==> src/hw/rtl/serial_acia_register_model_top_assert.svh <==
// Assertion macros for the serial ACIA register model.
// Included by the top level; no other dependencies.
`ifndef SERIAL_ACIA_REGISTER_MODEL_TOP_ASSERT_SVH
`define SERIAL_ACIA_REGISTER_MODEL_TOP_ASSERT_SVH
`ifndef SYNTHESIS
`define SACIA_ASSERT(lbl, clk, rstn, prop) \
  lbl: assert property (@(posedge clk) disable iff (!rstn) (prop)) \
    else $error("sacia assertion failed");
`define SACIA_ASSERT_NEXT(lbl, clk, rstn, ante, cons) \
  lbl: assert property (@(posedge clk) disable iff (!rstn) (ante) |=> (cons)) \
    else $error("sacia assertion failed");
`else
`define SACIA_ASSERT(lbl, clk, rstn, prop)
`define SACIA_ASSERT_NEXT(lbl, clk, rstn, ante, cons)
`endif
`endif

==> src/hw/rtl/sacia_pkg.sv <==
// Shared types and constants for the serial ACIA register model.
// No dependencies.
`default_nettype none
package sacia_pkg;

  typedef enum logic [1:0] {
    CMD_READ  = 2'd0,
    CMD_WRITE = 2'd1,
    CMD_TICK  = 2'd2
  } cmd_e;

  typedef enum logic [1:0] {
    ADDR_DATA    = 2'd0,
    ADDR_STATUS  = 2'd1,
    ADDR_COMMAND = 2'd2
  } addr_e;

  typedef enum logic {
    S_IDLE,
    S_EXEC
  } state_e;

  // Commands from the controller to the datapath.
  typedef struct packed {
    logic capture;
    logic commit;
  } ctl_t;

  // Status register bits.
  localparam int unsigned StIrqBit  = 7;
  localparam int unsigned StTdreBit = 4;
  localparam int unsigned StRdrfBit = 3;
  // Command register bit: receive interrupt disable.
  localparam int unsigned CmdIrdBit = 1;

endpackage
`default_nettype wire

==> src/hw/rtl/sacia_ram.sv <==
// Generic single-write, single-read RAM with registered read data.
// No dependencies.
`default_nettype none
module sacia_ram #(
  parameter int unsigned Width = 8,
  parameter int unsigned Depth = 64
) (
  input  wire logic                     clk_i,
  input  wire logic                     we_i,
  input  wire logic [$clog2(Depth)-1:0] waddr_i,
  input  wire logic [Width-1:0]         wdata_i,
  input  wire logic [$clog2(Depth)-1:0] raddr_i,
  output logic      [Width-1:0]         rdata_o
);

  logic [Width-1:0] mem_q [Depth];

  always_ff @(posedge clk_i) begin
    if (we_i) begin
      mem_q[waddr_i] <= wdata_i;
    end
    rdata_o <= mem_q[raddr_i];
  end

endmodule
`default_nettype wire

==> src/hw/rtl/sacia_ctrl.sv <==
// Controller state machine: accepts a word, waits in S_EXEC for the queue
// read, then commits once the output register is free. Uses sacia_pkg.
`default_nettype none
module sacia_ctrl (
  input  wire logic        clk_i,
  input  wire logic        rst_ni,
  input  wire logic        in_valid_i,
  output logic             in_ready_o,
  input  wire logic        out_ready_i,
  output logic             out_valid_o,
  output sacia_pkg::ctl_t  ctl_o
);

  sacia_pkg::state_e state_q, state_d;
  logic              out_valid_q, out_valid_d;

  always_ff @(posedge clk_i or negedge rst_ni) begin
    if (!rst_ni) begin
      state_q     <= sacia_pkg::S_IDLE;
      out_valid_q <= 1'b0;
    end else begin
      state_q     <= state_d;
      out_valid_q <= out_valid_d;
    end
  end

  always_comb begin
    state_d        = state_q;
    in_ready_o     = 1'b0;
    ctl_o.capture  = 1'b0;
    ctl_o.commit   = 1'b0;
    case (state_q)
      sacia_pkg::S_IDLE: begin
        in_ready_o    = 1'b1;
        ctl_o.capture = in_valid_i;
        if (in_valid_i) begin
          state_d = sacia_pkg::S_EXEC;
        end
      end
      sacia_pkg::S_EXEC: begin
        // The result may only land once the previous word has left.
        if (!out_valid_q || out_ready_i) begin
          ctl_o.commit = 1'b1;
          state_d      = sacia_pkg::S_IDLE;
        end
      end
      default: begin
        state_d = sacia_pkg::S_IDLE;
      end
    endcase

    if (ctl_o.commit) begin
      out_valid_d = 1'b1;
    end else if (out_ready_i) begin
      out_valid_d = 1'b0;
    end else begin
      out_valid_d = out_valid_q;
    end
  end

  assign out_valid_o = out_valid_q;

endmodule
`default_nettype wire

==> src/hw/rtl/sacia_dpath.sv <==
// Datapath: item registers, ACIA registers, both byte queues and the
// output register. Uses sacia_pkg and sacia_ram.
`default_nettype none
module sacia_dpath #(
  parameter int unsigned FIFO_DEPTH = 64
) (
  input  wire logic            clk_i,
  input  wire logic            rst_ni,
  input  sacia_pkg::ctl_t      ctl_i,
  input  wire logic [1:0]      command_i,
  input  wire logic [1:0]      address_i,
  input  wire logic [7:0]      write_data_i,
  input  wire logic            rx_valid_i,
  input  wire logic [7:0]      rx_byte_i,
  output logic      [7:0]      read_data_o,
  output logic                 tx_valid_o,
  output logic      [7:0]      tx_byte_o,
  output logic                 irq_o
);

  localparam int unsigned PtrW = $clog2(FIFO_DEPTH);
  localparam int unsigned CntW = $clog2(FIFO_DEPTH + 1);
  localparam logic [PtrW:0]   DepthW  = (PtrW + 1)'(FIFO_DEPTH);
  localparam logic [CntW-1:0] CntFull = CntW'(FIFO_DEPTH);

  // Captured item.
  logic [1:0] cmd_q, addr_q;
  logic [7:0] wdata_q, rxb_q;
  logic       rxv_q;

  logic [7:0]      status_q, status_d;
  logic [7:0]      command_q, command_d;
  logic [PtrW-1:0] rx_rd_q, rx_rd_d, tx_rd_q, tx_rd_d;
  logic [CntW-1:0] rx_cnt_q, rx_cnt_d, tx_cnt_q, tx_cnt_d;

  logic [7:0] rdata, txb;
  logic       txv;

  logic            rx_push, tx_push;
  logic [PtrW:0]   rx_wsum, tx_wsum, rx_rinc, tx_rinc;
  logic [PtrW-1:0] rx_waddr, tx_waddr;
  logic [7:0]      rx_rdata, tx_rdata;

  sacia_ram #(.Width(8), .Depth(FIFO_DEPTH)) u_rx_ram (
    .clk_i   (clk_i),
    .we_i    (rx_push),
    .waddr_i (rx_waddr),
    .wdata_i (rxb_q),
    .raddr_i (rx_rd_q),
    .rdata_o (rx_rdata)
  );

  sacia_ram #(.Width(8), .Depth(FIFO_DEPTH)) u_tx_ram (
    .clk_i   (clk_i),
    .we_i    (tx_push),
    .waddr_i (tx_waddr),
    .wdata_i (wdata_q),
    .raddr_i (tx_rd_q),
    .rdata_o (tx_rdata)
  );

  always_ff @(posedge clk_i) begin
    if (ctl_i.capture) begin
      cmd_q   <= command_i;
      addr_q  <= address_i;
      wdata_q <= write_data_i;
      rxv_q   <= rx_valid_i;
      rxb_q   <= rx_byte_i;
    end
    if (ctl_i.commit) begin
      read_data_o <= rdata;
      tx_valid_o  <= txv;
      tx_byte_o   <= txb;
      irq_o       <= status_d[sacia_pkg::StIrqBit];
    end
  end

  always_ff @(posedge clk_i or negedge rst_ni) begin
    if (!rst_ni) begin
      status_q  <= '0;
      command_q <= '0;
      rx_rd_q   <= '0;
      rx_cnt_q  <= '0;
      tx_rd_q   <= '0;
      tx_cnt_q  <= '0;
    end else if (ctl_i.commit) begin
      status_q  <= status_d;
      command_q <= command_d;
      rx_rd_q   <= rx_rd_d;
      rx_cnt_q  <= rx_cnt_d;
      tx_rd_q   <= tx_rd_d;
      tx_cnt_q  <= tx_cnt_d;
    end
  end

  // Write slot is the read pointer plus the fill count, wrapped once.
  always_comb begin
    rx_wsum  = (PtrW + 1)'(rx_rd_q) + (PtrW + 1)'(rx_cnt_q);
    tx_wsum  = (PtrW + 1)'(tx_rd_q) + (PtrW + 1)'(tx_cnt_q);
    rx_waddr = (rx_wsum >= DepthW) ? PtrW'(rx_wsum - DepthW) : PtrW'(rx_wsum);
    tx_waddr = (tx_wsum >= DepthW) ? PtrW'(tx_wsum - DepthW) : PtrW'(tx_wsum);
    rx_rinc  = (PtrW + 1)'(rx_rd_q) + (PtrW + 1)'(1);
    tx_rinc  = (PtrW + 1)'(tx_rd_q) + (PtrW + 1)'(1);
  end

  always_comb begin
    status_d  = status_q;
    command_d = command_q;
    rx_rd_d   = rx_rd_q;
    rx_cnt_d  = rx_cnt_q;
    tx_rd_d   = tx_rd_q;
    tx_cnt_d  = tx_cnt_q;
    rdata     = 8'h00;
    txv       = 1'b0;
    txb       = 8'h00;
    rx_push   = 1'b0;
    tx_push   = 1'b0;

    case (sacia_pkg::cmd_e'(cmd_q))
      sacia_pkg::CMD_READ: begin
        case (sacia_pkg::addr_e'(addr_q))
          sacia_pkg::ADDR_DATA: begin
            if (rx_cnt_q != '0) begin
              rdata    = rx_rdata;
              rx_rd_d  = (rx_rinc == DepthW) ? '0 : PtrW'(rx_rinc);
              rx_cnt_d = rx_cnt_q - CntW'(1);
            end
            status_d[sacia_pkg::StIrqBit] = 1'b0;
          end
          sacia_pkg::ADDR_STATUS:  rdata = status_q;
          sacia_pkg::ADDR_COMMAND: rdata = command_q;
          default: ;
        endcase
      end
      sacia_pkg::CMD_WRITE: begin
        case (sacia_pkg::addr_e'(addr_q))
          sacia_pkg::ADDR_DATA: begin
            if (tx_cnt_q != CntFull) begin
              tx_push  = 1'b1;
              tx_cnt_d = tx_cnt_q + CntW'(1);
            end
          end
          sacia_pkg::ADDR_STATUS:  status_d  = wdata_q;
          sacia_pkg::ADDR_COMMAND: command_d = wdata_q;
          default: ;
        endcase
      end
      sacia_pkg::CMD_TICK: begin
        if (rxv_q && (rx_cnt_q != CntFull)) begin
          rx_push  = 1'b1;
          rx_cnt_d = rx_cnt_q + CntW'(1);
        end
        if (tx_cnt_q != '0) begin
          txv      = 1'b1;
          txb      = tx_rdata;
          tx_rd_d  = (tx_rinc == DepthW) ? '0 : PtrW'(tx_rinc);
          tx_cnt_d = tx_cnt_q - CntW'(1);
        end
        status_d[sacia_pkg::StRdrfBit] = (rx_cnt_d != '0);
        status_d[sacia_pkg::StTdreBit] = (tx_cnt_d == '0);
        if (!command_q[sacia_pkg::CmdIrdBit] && status_d[sacia_pkg::StRdrfBit]) begin
          status_d[sacia_pkg::StIrqBit] = 1'b1;
        end
      end
      default: ;
    endcase

    // Only a committing item may touch the queues.
    rx_push = rx_push & ctl_i.commit;
    tx_push = tx_push & ctl_i.commit;
  end

endmodule
`default_nettype wire

==> src/hw/rtl/serial_acia_register_model_top.sv <==
// Channel     | Handshake                | Word
// ------------+--------------------------+----------------------------------------------
// input       | in_valid_i / in_ready_o  | command, address, write_data, rx_valid, rx_byte
// output      | out_valid_o / out_ready_i| read_data, tx_valid, tx_byte, irq
//
// An accepted word is captured, then held in the execute state for the registered
// read of the queue memories before its register and queue updates commit into the
// output register. No new word is accepted until the last one has committed.
// Reset clears pointers, counts, status and command; queue contents need no
// clearing. A word waiting in the output register does not block acceptance;
// the following commit waits until that word is taken.
// Depends on sacia_pkg, sacia_ctrl, sacia_dpath, sacia_ram and the assert header.
`default_nettype none
`include "serial_acia_register_model_top_assert.svh"
module serial_acia_register_model_top #(
  parameter int unsigned FIFO_DEPTH = 64
) (
  input  wire logic       clk_i,
  input  wire logic       rst_ni,
  input  wire logic       in_valid_i,
  output logic            in_ready_o,
  input  wire logic [1:0] command_i,
  input  wire logic [1:0] address_i,
  input  wire logic [7:0] write_data_i,
  input  wire logic       rx_valid_i,
  input  wire logic [7:0] rx_byte_i,
  output logic            out_valid_o,
  input  wire logic       out_ready_i,
  output logic      [7:0] read_data_o,
  output logic            tx_valid_o,
  output logic      [7:0] tx_byte_o,
  output logic            irq_o
);

  sacia_pkg::ctl_t ctl;

  sacia_ctrl u_ctrl (
    .clk_i       (clk_i),
    .rst_ni      (rst_ni),
    .in_valid_i  (in_valid_i),
    .in_ready_o  (in_ready_o),
    .out_ready_i (out_ready_i),
    .out_valid_o (out_valid_o),
    .ctl_o       (ctl)
  );

  sacia_dpath #(.FIFO_DEPTH(FIFO_DEPTH)) u_dpath (
    .clk_i        (clk_i),
    .rst_ni       (rst_ni),
    .ctl_i        (ctl),
    .command_i    (command_i),
    .address_i    (address_i),
    .write_data_i (write_data_i),
    .rx_valid_i   (rx_valid_i),
    .rx_byte_i    (rx_byte_i),
    .read_data_o  (read_data_o),
    .tx_valid_o   (tx_valid_o),
    .tx_byte_o    (tx_byte_o),
    .irq_o        (irq_o)
  );

  // In the cycle after a word is accepted, no other word is taken.
  `SACIA_ASSERT_NEXT(a_busy_after_accept, clk_i, rst_ni, in_valid_i && in_ready_o, !in_ready_o)
  // A commit always leaves a word in the output register.
  `SACIA_ASSERT_NEXT(a_commit_fills_out, clk_i, rst_ni, ctl.commit, out_valid_o)
  // A stalled output word is never overwritten.
  `SACIA_ASSERT(a_no_overwrite, clk_i, rst_ni, !(out_valid_o && !out_ready_i && ctl.commit))

endmodule
`default_nettype wire

==> config.mk <==
export PLATFORM = sky130hd
export DESIGN_NAME = serial_acia_register_model_top
export DESIGN_NICKNAME = d
export VERILOG_FILES = /design/src/hw/rtl/sacia_pkg.sv /design/src/hw/rtl/sacia_ram.sv /design/src/hw/rtl/sacia_ctrl.sv /design/src/hw/rtl/sacia_dpath.sv /design/src/hw/rtl/serial_acia_register_model_top.sv
export VERILOG_INCLUDE_DIRS = /design/src /design/src/hw/rtl
export SDC_FILE = /design/constraint.sdc
export NUM_CORES = 1
export LEC_CHECK = 0
export BUFFER_PORTS_ARGS = -buffer_cell sky130_fd_sc_hd__buf_4
export CORE_MARGIN = 3
export CORE_UTILIZATION = 50
export DETAILED_ROUTE_END_ITERATION = 6
export PLACE_DENSITY = 0.65
export SYNTH_ARGS = -nofsm -noshare
export SYNTH_HDL_FRONTEND = slang
export SYNTH_SLANG_ARGS = --single-unit
export TNS_END_PERCENT = 5
==> constraint.sdc <==
create_clock -name clk_i -period 3.9 [get_ports clk_i]
set_clock_uncertainty 0.05 [all_clocks]
set_input_delay 0.39 -clock clk_i [delete_from_list [all_inputs] [get_ports clk_i]]
set_output_delay 0.39 -clock clk_i [all_outputs]
set_load 0.005 [all_outputs]
==> results.md, run 1 <==
| Metric | Value |
| --- | --- |
| Worst reg2reg endpoint | u_dpath.u_rx_ram.mem_q[8][5]$_DFFE_PP_ |
| Cell at the slowest stage of the critical path | sky130_fd_sc_hd__nor3_1 |
| Skew-Pair Late Insertion Delay | 700 ps |
| Clock sinks | 1123 |
| Number of nets at the end of the flow | 2644 |
| Highest achievable clock rate | 275.0 MHz |
| Avg WL per Cell | 28.18 um |
| Most common cell after layout, fill and taps aside | sky130_fd_sc_hd__edfxtp_1 |
| Crit path buffers/inverters | 1 |
| DR iter-0 viols | 3187 |
| Crit path top cell by count | sky130_fd_sc_hd__nor3_1 |
| # IOs | 45 |
| Detailed placer's ending HPWL | 67850 um |
| H-tree levels | 3 |
| Critical path depth | 7 |
| Critical path's largest stage delay | 990 ps |
| Transition time of the tightest slew-check pin | 1225 ps |
| Core Area | 0.08865 mm2 |
| Number of violations of the max-capacitance limit | 0 |
| Crit-path leading delay family | simple AND/OR/NAND/NOR gates |
| Setup tns final | 0 ps |
| Total clock buffers created by CTS | 112 |
| Routability Congestion | 0.8930 |
| Count of input and output buffers | 44 |
| Final routed DRC violation total | 0 |
| Die width | 305.3 um |
| Mean cell area of the mapped netlist | 19.15 um2 |
| Warnings from Yosys | 0 |
| Final hold violation count | 0 |
| Maximum ir drop on the vdd rail | 0.4335 mV |
| Number of global-route vias before repair | 24366 |
| Overall fraction of global-route tracks in use | 0.2347 |
| Synthesized instance count | 2339 |
| Final critical-path share of the clock period | 0.9323 |
| Number of antenna-violating nets in the routed design | 0 |
| Sequential area share after synthesis | 0.7444 |
| GR Overflow Total | 0 |
| Reg-to-reg critical path startpoint | u_dpath.rx_cnt_q[1]$_DFFE_PN0P_ |
| Total placed instance area | 0.04740 mm2 |
| Setup WS post-layout | 264.0 ps |
| Power density normalized to cell area | 689.1 mW/mm2 |
| Endpoint type of the worst setup path | register |
| CTS max path bufs | 3 |
| Synth-to-layout area growth | 14.89% |
| Distinct cell type count of the synthesized netlist | 85 |
| EDFF count, synth | 1063 |
| Post-CTS clock slew at the launch and capture registers of the worst setup and hold paths | 60 ps |
| Period minus WS final | 3636 ps |
| Launch point of the critical path | u_dpath.rx_cnt_q[1]$_DFFE_PN0P_ |
| Fraction of registers with async set or reset after synthesis | 0.03918 |
| Number of detailed-routing iterations run before antenna repair | 6 |
| Detailed-route via count | 24199 |
| Final WL | 108900 um |
| Final Max Slew Viols | 0 |
| Commonest cells after routing, fill and taps aside | 1063 x sky130_fd_sc_hd__edfxtp_1, 257 x sky130_fd_sc_hd__buf_4, 197 x sky130_fd_sc_hd__mux4_2 |
| Required arrival time at the worst endpoint | 4160 ps |
| Per-cell via count in the routed design | 6.261 |
| Sort of element at the start of the critical path | register |
| Post-placement worst setup slack | 215.3 ps |
| Setup repair after global routing missed its margin | false |
| Flip-flop and latch count after synthesis | 1123 |
| Termination of the worst setup path | u_dpath.u_rx_ram.mem_q[8][5]$_DFFE_PP_ |
| Die Footprint | 0.09320 mm2 |
| Setup bufs post-CTS | 0 |
| Result of the run | finished clean |
| Maximum fanout count along the critical path | 8 |
| Total nets after synthesis | 2382 |
| TritonCTS clock tree | yes |
| Sequence of cells on the critical path | inv_1, ha_1, nand4bb_1, o31ai_2, nor3_1, nand3_1, nor3_1 |
| Root buffer cell | sky130_fd_sc_hd__clkbuf_16 |
| Fill cells | 6486 |
| Y dimension of the die | 305.3 um |
| Effective utilization at floorplan | 0.5052 |
| Static power due to leakage | 16.98 nW |
| Ratio of cells with drive above 1 in the final layout | 0.2544 |
| Primary FF master, synth | sky130_fd_sc_hd__edfxtp_1 |
| Largest registers in the final layout | u_dpath.u_rx_ram.mem_q x512, u_dpath.u_tx_ram.mem_q x512 |
| Antenna violations before repair | 0 |
| Reg-to-reg slack, setup | 260 ps |
| Signal arrival time at the worst endpoint | 3890 ps |
| Class of the tightest hold or removal check | input pin to register |
| Max-slew headroom at the worst pin | 0.1769 |
| Global-route wire length before repair | 162400 um |
| Total of endpoints with negative setup slack in the final report | 0 |
| Final antenna diode count | 0 |
| Standard-cell rows | 109 |
| Design Area, Final | 0.05146 mm2 |
| Maximum number of pins on one net before global-route repair | 87 |
| Post-synth design cell area | 0.04479 mm2 |
| Crit path kind | register to register |
| Reg2Reg Depth | 7 |
[worst min path at each step]
stage / start / end / slack, ps / cells past startpoint
finish: out_ready_i / u_ctrl.out_valid_o$_DFFE_PN0P_ / 50 / 3
detailed placement: rst_ni / u_dpath.rx_cnt_q[3]$_DFFE_PN0P_ / 400 / 1
global route: out_ready_i / u_ctrl.out_valid_o$_DFFE_PN0P_ / 60 / 3
CTS: out_ready_i / u_ctrl.out_valid_o$_DFFE_PN0P_ / 20 / 3
global placement: rst_ni / u_dpath.rx_cnt_q[3]$_DFFE_PN0P_ / 390 / 1
floorplan: rst_ni / u_ctrl.out_valid_o$_DFFE_PN0P_ / 40 / 0
[cell usage after synthesis, types with 16 or more instances]
cell type,count,area (um2)
sky130_fd_sc_hd__inv_1,19,71.32
sky130_fd_sc_hd__ha_1,16,200.2
sky130_fd_sc_hd__a22oi_1,21,157.7
sky130_fd_sc_hd__buf_4,16,120.1
sky130_fd_sc_hd__nor3_1,151,755.7
sky130_fd_sc_hd__xnor2_1,20,175.2
sky130_fd_sc_hd__nand3_1,34,170.2
sky130_fd_sc_hd__o22ai_1,29,181.4
sky130_fd_sc_hd__dfrtp_1,44,1101
sky130_fd_sc_hd__mux4_2,197,4437
sky130_fd_sc_hd__buf_6,17,191.4
sky130_fd_sc_hd__and3_1,16,100.1
sky130_fd_sc_hd__clkbuf_1,39,146.4
sky130_fd_sc_hd__edfxtp_1,1063,31920
sky130_fd_sc_hd__o21ai_0,25,125.1
sky130_fd_sc_hd__dfxtp_1,16,320.3
sky130_fd_sc_hd__nand2_1,79,296.5
sky130_fd_sc_hd__o221ai_1,17,148.9
sky130_fd_sc_hd__a21oi_1,34,170.2
sky130_fd_sc_hd__mux2_2,34,382.9
sky130_fd_sc_hd__buf_2,49,245.2
sky130_fd_sc_hd__nor2_1,63,236.5
sky130_fd_sc_hd__mux2i_1,102,1021
[worst register-to-register path, stage by stage, from the launching register on]
cell and delay, ps:
sky130_fd_sc_hd__dfrtp_1 460, sky130_fd_sc_hd__inv_1 150, sky130_fd_sc_hd__ha_1 250, sky130_fd_sc_hd__nand4bb_1 180, sky130_fd_sc_hd__o31ai_2 130, sky130_fd_sc_hd__nor3_1 650
sky130_fd_sc_hd__nand3_1 390, sky130_fd_sc_hd__nor3_1 990
[report_power, final]
part	total [mW]	leakage (nW)	switching, mW	internal, mW
Sequential	14.4	10.2	0.372	14.1
Clock	11.0	1.86	4.50	6.52
Combinational	9.99	4.87	6.24	3.75
[cell families (layout without fill, tap and decap cells)]
family / after synthesis / in the layout / share of synthesized area
flip-flops: 1123 / 1123 / 0.7444
AND/OR/NAND/NOR: 419 / 419 / 0.04663
multiplexers: 347 / 347 / 0.1372
AO/OA/AOI/OAI: 251 / 251 / 0.04070
buffers and inverters: 154 / 515 / 0.02039
XOR/XNOR: 27 / 27 / 0.005280
adder cells (fa/ha/maj): 18 / 18 / 0.005364
[metrics by stage]
step	hold WS [ps]	power, mW	instances	utilization
2_1_floorplan	44.41	21.40	2339	-
3_3_place_gp	392.8	24.40	3629	0.5347
3_5_place_dp	403.7	24.56	3629	0.5347
4_1_cts	18.23	35.56	3865	0.5803
5_1_grt	55.84	36.81	3865	0.5805
6_report	51.69	35.46	3865	0.5805
[layout make-up]
| class | instances | area [um2] | area share |
|---|---|---|---|
| Timing Repair Buffer | 282 | 2200 | 0.04275 |
| Multi-Input combinational cell | 1062 | 10550 | 0.2051 |
| Clock inverter | 74 | 809.5 | 0.01573 |
| Clock buffer | 139 | 3005 | 0.05840 |
| Sequential cell | 1123 | 33360 | 0.6483 |
| Tap cell | 1165 | 1458 | 0.02833 |
| Inverter | 20 | 75.07 | 0.001459 |
[layer usage]
layer  wire length, um  up-vias  GRT usage
met4              2567        0    0.06615
met2             49580     1193     0.3487
met3             10360      184    0.05376
met5                 0        -          0
li1                  -    10170          -
met1             46420    12652     0.3529
[what timing repair did]
action	4_1_cts	5_1_grt
endpoints found under the hold margin	66	0
hold buffers	23	0
endpoints found under the setup margin	0	24
resized for setup	0	3
(Power assumes the default switching activity.)
==> run 2: changes to the inputs <==
--- a/config.mk
+++ b/config.mk
@@ -7,6 +7,7 @@
 export NUM_CORES = 1
 export LEC_CHECK = 0
 export BUFFER_PORTS_ARGS = -buffer_cell sky130_fd_sc_hd__buf_4
+export CAP_MARGIN = 20
 export CORE_MARGIN = 3
 export CORE_UTILIZATION = 50
 export DETAILED_ROUTE_END_ITERATION = 6
==> constraint.sdc (replaced) <==
create_clock -name clk_i -period 3.9 [get_ports clk_i]
set_clock_uncertainty 0.05 [all_clocks]
set_input_delay 0.39 -clock clk_i [delete_from_list [all_inputs] [get_ports clk_i]]
set_output_delay 0.39 -clock clk_i [all_outputs]
set_load 0.02 [all_outputs]
==> run 2 against run 1 <==
Register-to-register slack gained 60 ps. Power shrank 1.1%. Sequential share of layout area grew 0.25 points. Die area is the same. Count of clock-buffer cells in the layout shrank 6. First-iteration DRC count grew 2.9%. Final cell count is essentially flat. Core utilization shrank 0.22 points. Hold slack gained 10 ps. Via count shrank 0.31%. Fmax grew 1.5%. Global-route usage is essentially flat. Critical path type unchanged. Largest cell class unchanged.
==> results.md, run 2 (synthesized netlist as in run 1, its figures left out) <==
| Metric | Value |
| --- | --- |
| Share of the core filled with cells in the final layout | 0.5783 |
| Avg WL per Cell | 28.19 um |
| Setup tns final | 0 ps |
| Final routed DRC violation total | 0 |
| Class of the tightest hold or removal check | input pin to register |
| Transition time of the tightest slew-check pin | 1090 ps |
| Global-route wire length before repair | 162200 um |
| Fill cells | 6479 |
| Overall fraction of global-route tracks in use | 0.2342 |
| Endpoint type of the worst setup path | register |
| Design Area, Final | 0.05126 mm2 |
| Placed Cells incl. Taps | 3631 |
| Layout Cells excl Fill | 3862 |
| Maximum number of pins on one net before global-route repair | 87 |
| Skew-Pair Late Insertion Delay | 680 ps |
| Count of input and output buffers | 44 |
| Effective utilization at floorplan | 0.5052 |
| Die Footprint | 0.09320 mm2 |
| Number of nets at the end of the flow | 2650 |
| H-tree levels | 3 |
| Die width | 305.3 um |
| Crit path kind | register to register |
| Power density normalized to cell area | 684.1 mW/mm2 |
| DR iter-0 viols | 3279 |
| Crit path top cell by count | sky130_fd_sc_hd__nor3_1 |
| Final Max Slew Viols | 0 |
| GR Overflow Total | 0 |
| Required arrival time at the worst endpoint | 4140 ps |
| Cell at the slowest stage of the critical path | sky130_fd_sc_hd__nor3_1 |
| Post-cts sizing count | 0 |
| Setup repair after global routing missed its margin | false |
| Core Area | 0.08865 mm2 |
| Number of antenna-violating nets in the routed design | 0 |
| Total clock buffers created by CTS | 110 |
| Number of violations of the max-capacitance limit | 0 |
| Final antenna diode count | 0 |
| Most common cell after layout, fill and taps aside | sky130_fd_sc_hd__edfxtp_1 |
| Min Hold Slack | 61.92 ps |
| Setup bufs post-CTS | 0 |
| Maximum fanout count along the critical path | 8 |
| Final critical-path share of the clock period | 0.9182 |
| Highest achievable clock rate | 279.3 MHz |
| Sort of element at the start of the critical path | register |
| Per-cell via count in the routed design | 6.246 |
| CTS max path bufs | 3 |
| Standard-cell rows | 109 |
| Y dimension of the die | 305.3 um |
| Sequence of cells on the critical path | inv_1, ha_1, nand4bb_1, o31ai_2, nor3_1, nand3_1, nor3_1 |
| Max-slew headroom at the worst pin | 0.2679 |
| Total of endpoints with negative setup slack in the final report | 0 |
| Signal arrival time at the worst endpoint | 3830 ps |
| Number of detailed-routing iterations run before antenna repair | 7 |
| Design Power | 35.07 mW |
| TritonCTS clock tree | yes |
| Largest registers in the final layout | u_dpath.u_rx_ram.mem_q x512, u_dpath.u_tx_ram.mem_q x512 |
| Post-placement worst setup slack | 190.4 ps |
| Period minus WS final | 3581 ps |
| Number of global-route vias before repair | 24267 |
| Detailed placer's ending HPWL | 67870 um |
| Static power due to leakage | 16.90 nW |
| # IOs | 45 |
| Synth-to-layout area growth | 14.45% |
| Setup WS post-layout | 319.2 ps |
| Ratio of cells with drive above 1 in the final layout | 0.2521 |
| Commonest cells after routing, fill and taps aside | 1063 x sky130_fd_sc_hd__edfxtp_1, 260 x sky130_fd_sc_hd__buf_4, 197 x sky130_fd_sc_hd__mux4_2 |
| Maximum ir drop on the vdd rail | 0.4702 mV |
| Detailed-route via count | 24123 |
| Post-CTS Hold Buffers | 23 |
| Critical path's largest stage delay | 970 ps |
| Clock sinks | 1123 |
| Final WL | 108900 um |
| Antenna violations before repair | 0 |
| Routability Congestion | 0.8930 |
| Root buffer cell | sky130_fd_sc_hd__clkbuf_16 |
| Result of the run | finished clean |
| Final hold violation count | 0 |
| Post-CTS clock slew at the launch and capture registers of the worst setup and hold paths | 60 ps |
| Total placed instance area | 0.04741 mm2 |
## run 2: power by group
group | switching (mW) | total, mW | leakage [nW] | internal (mW)
combinational | 6.33 | 10.1 | 4.91 | 3.76
sequential | 0.375 | 14.5 | 10.2 | 14.1
clock | 4.41 | 10.5 | 1.74 | 6.11
## run 2: final cells by class
class | count | area [um2] | area share
flip-flops and latches | 1123 | 33360 | 0.6507
multi-input cells | 1062 | 10540 | 0.2056
clock buffers | 133 | 2890 | 0.05638
repair buffers | 290 | 2250 | 0.04389
well taps | 1165 | 1458 | 0.02844
clock inverters | 69 | 693.2 | 0.01352
inverters | 20 | 75.07 | 0.001464
## run 2: path summary, 6_finish.rpt
check	depth (start not counted)	startpoint	slack, ps	to
setup / recovery	7	u_dpath.rx_cnt_q[0]$_DFFE_PN0P_	320	u_dpath.u_rx_ram.mem_q[40][5]$_DFFE_PP_
hold / removal	3	out_ready_i	60	u_ctrl.out_valid_o$_DFFE_PN0P_
setup reg to reg	7	u_dpath.rx_cnt_q[0]$_DFFE_PN0P_	320	u_dpath.u_rx_ram.mem_q[40][5]$_DFFE_PP_
hold reg to reg	1	u_dpath.u_tx_ram.rdata_o[2]$_DFF_P_	460	u_dpath.tx_byte_o[2]$_SDFFCE_PN0P_
max in group asynchronous	2	rst_ni	3070	u_dpath.tx_rd_q[0]$_DFFE_PN0P_
min in group asynchronous	2	rst_ni	230	u_dpath.rx_cnt_q[5]$_DFFE_PN0P_
## run 2: critical path, delay by kind of cell (launching register included)
kind | cells | cell delay [ps]
DFF | 1 | 490
buffers and inverters | 1 | 110
and+or+nand+nor | 4 | 2180
AOI/OAI and AO/OA | 1 | 130
adders and majority gates | 1 | 250
## run 2: metal layers
| metal | GRT usage | vias up | share of wire |
|---|---|---|---|
| li1 | - | 10177 | - |
| met1 | 0.3545 | 12530 | 0.42 |
| met2 | 0.3493 | 1214 | 0.46 |
| met3 | 0.04974 | 202 | 0.092 |
| met4 | 0.06424 | 0 | 0.027 |
| met5 | 0 | - | 0 |
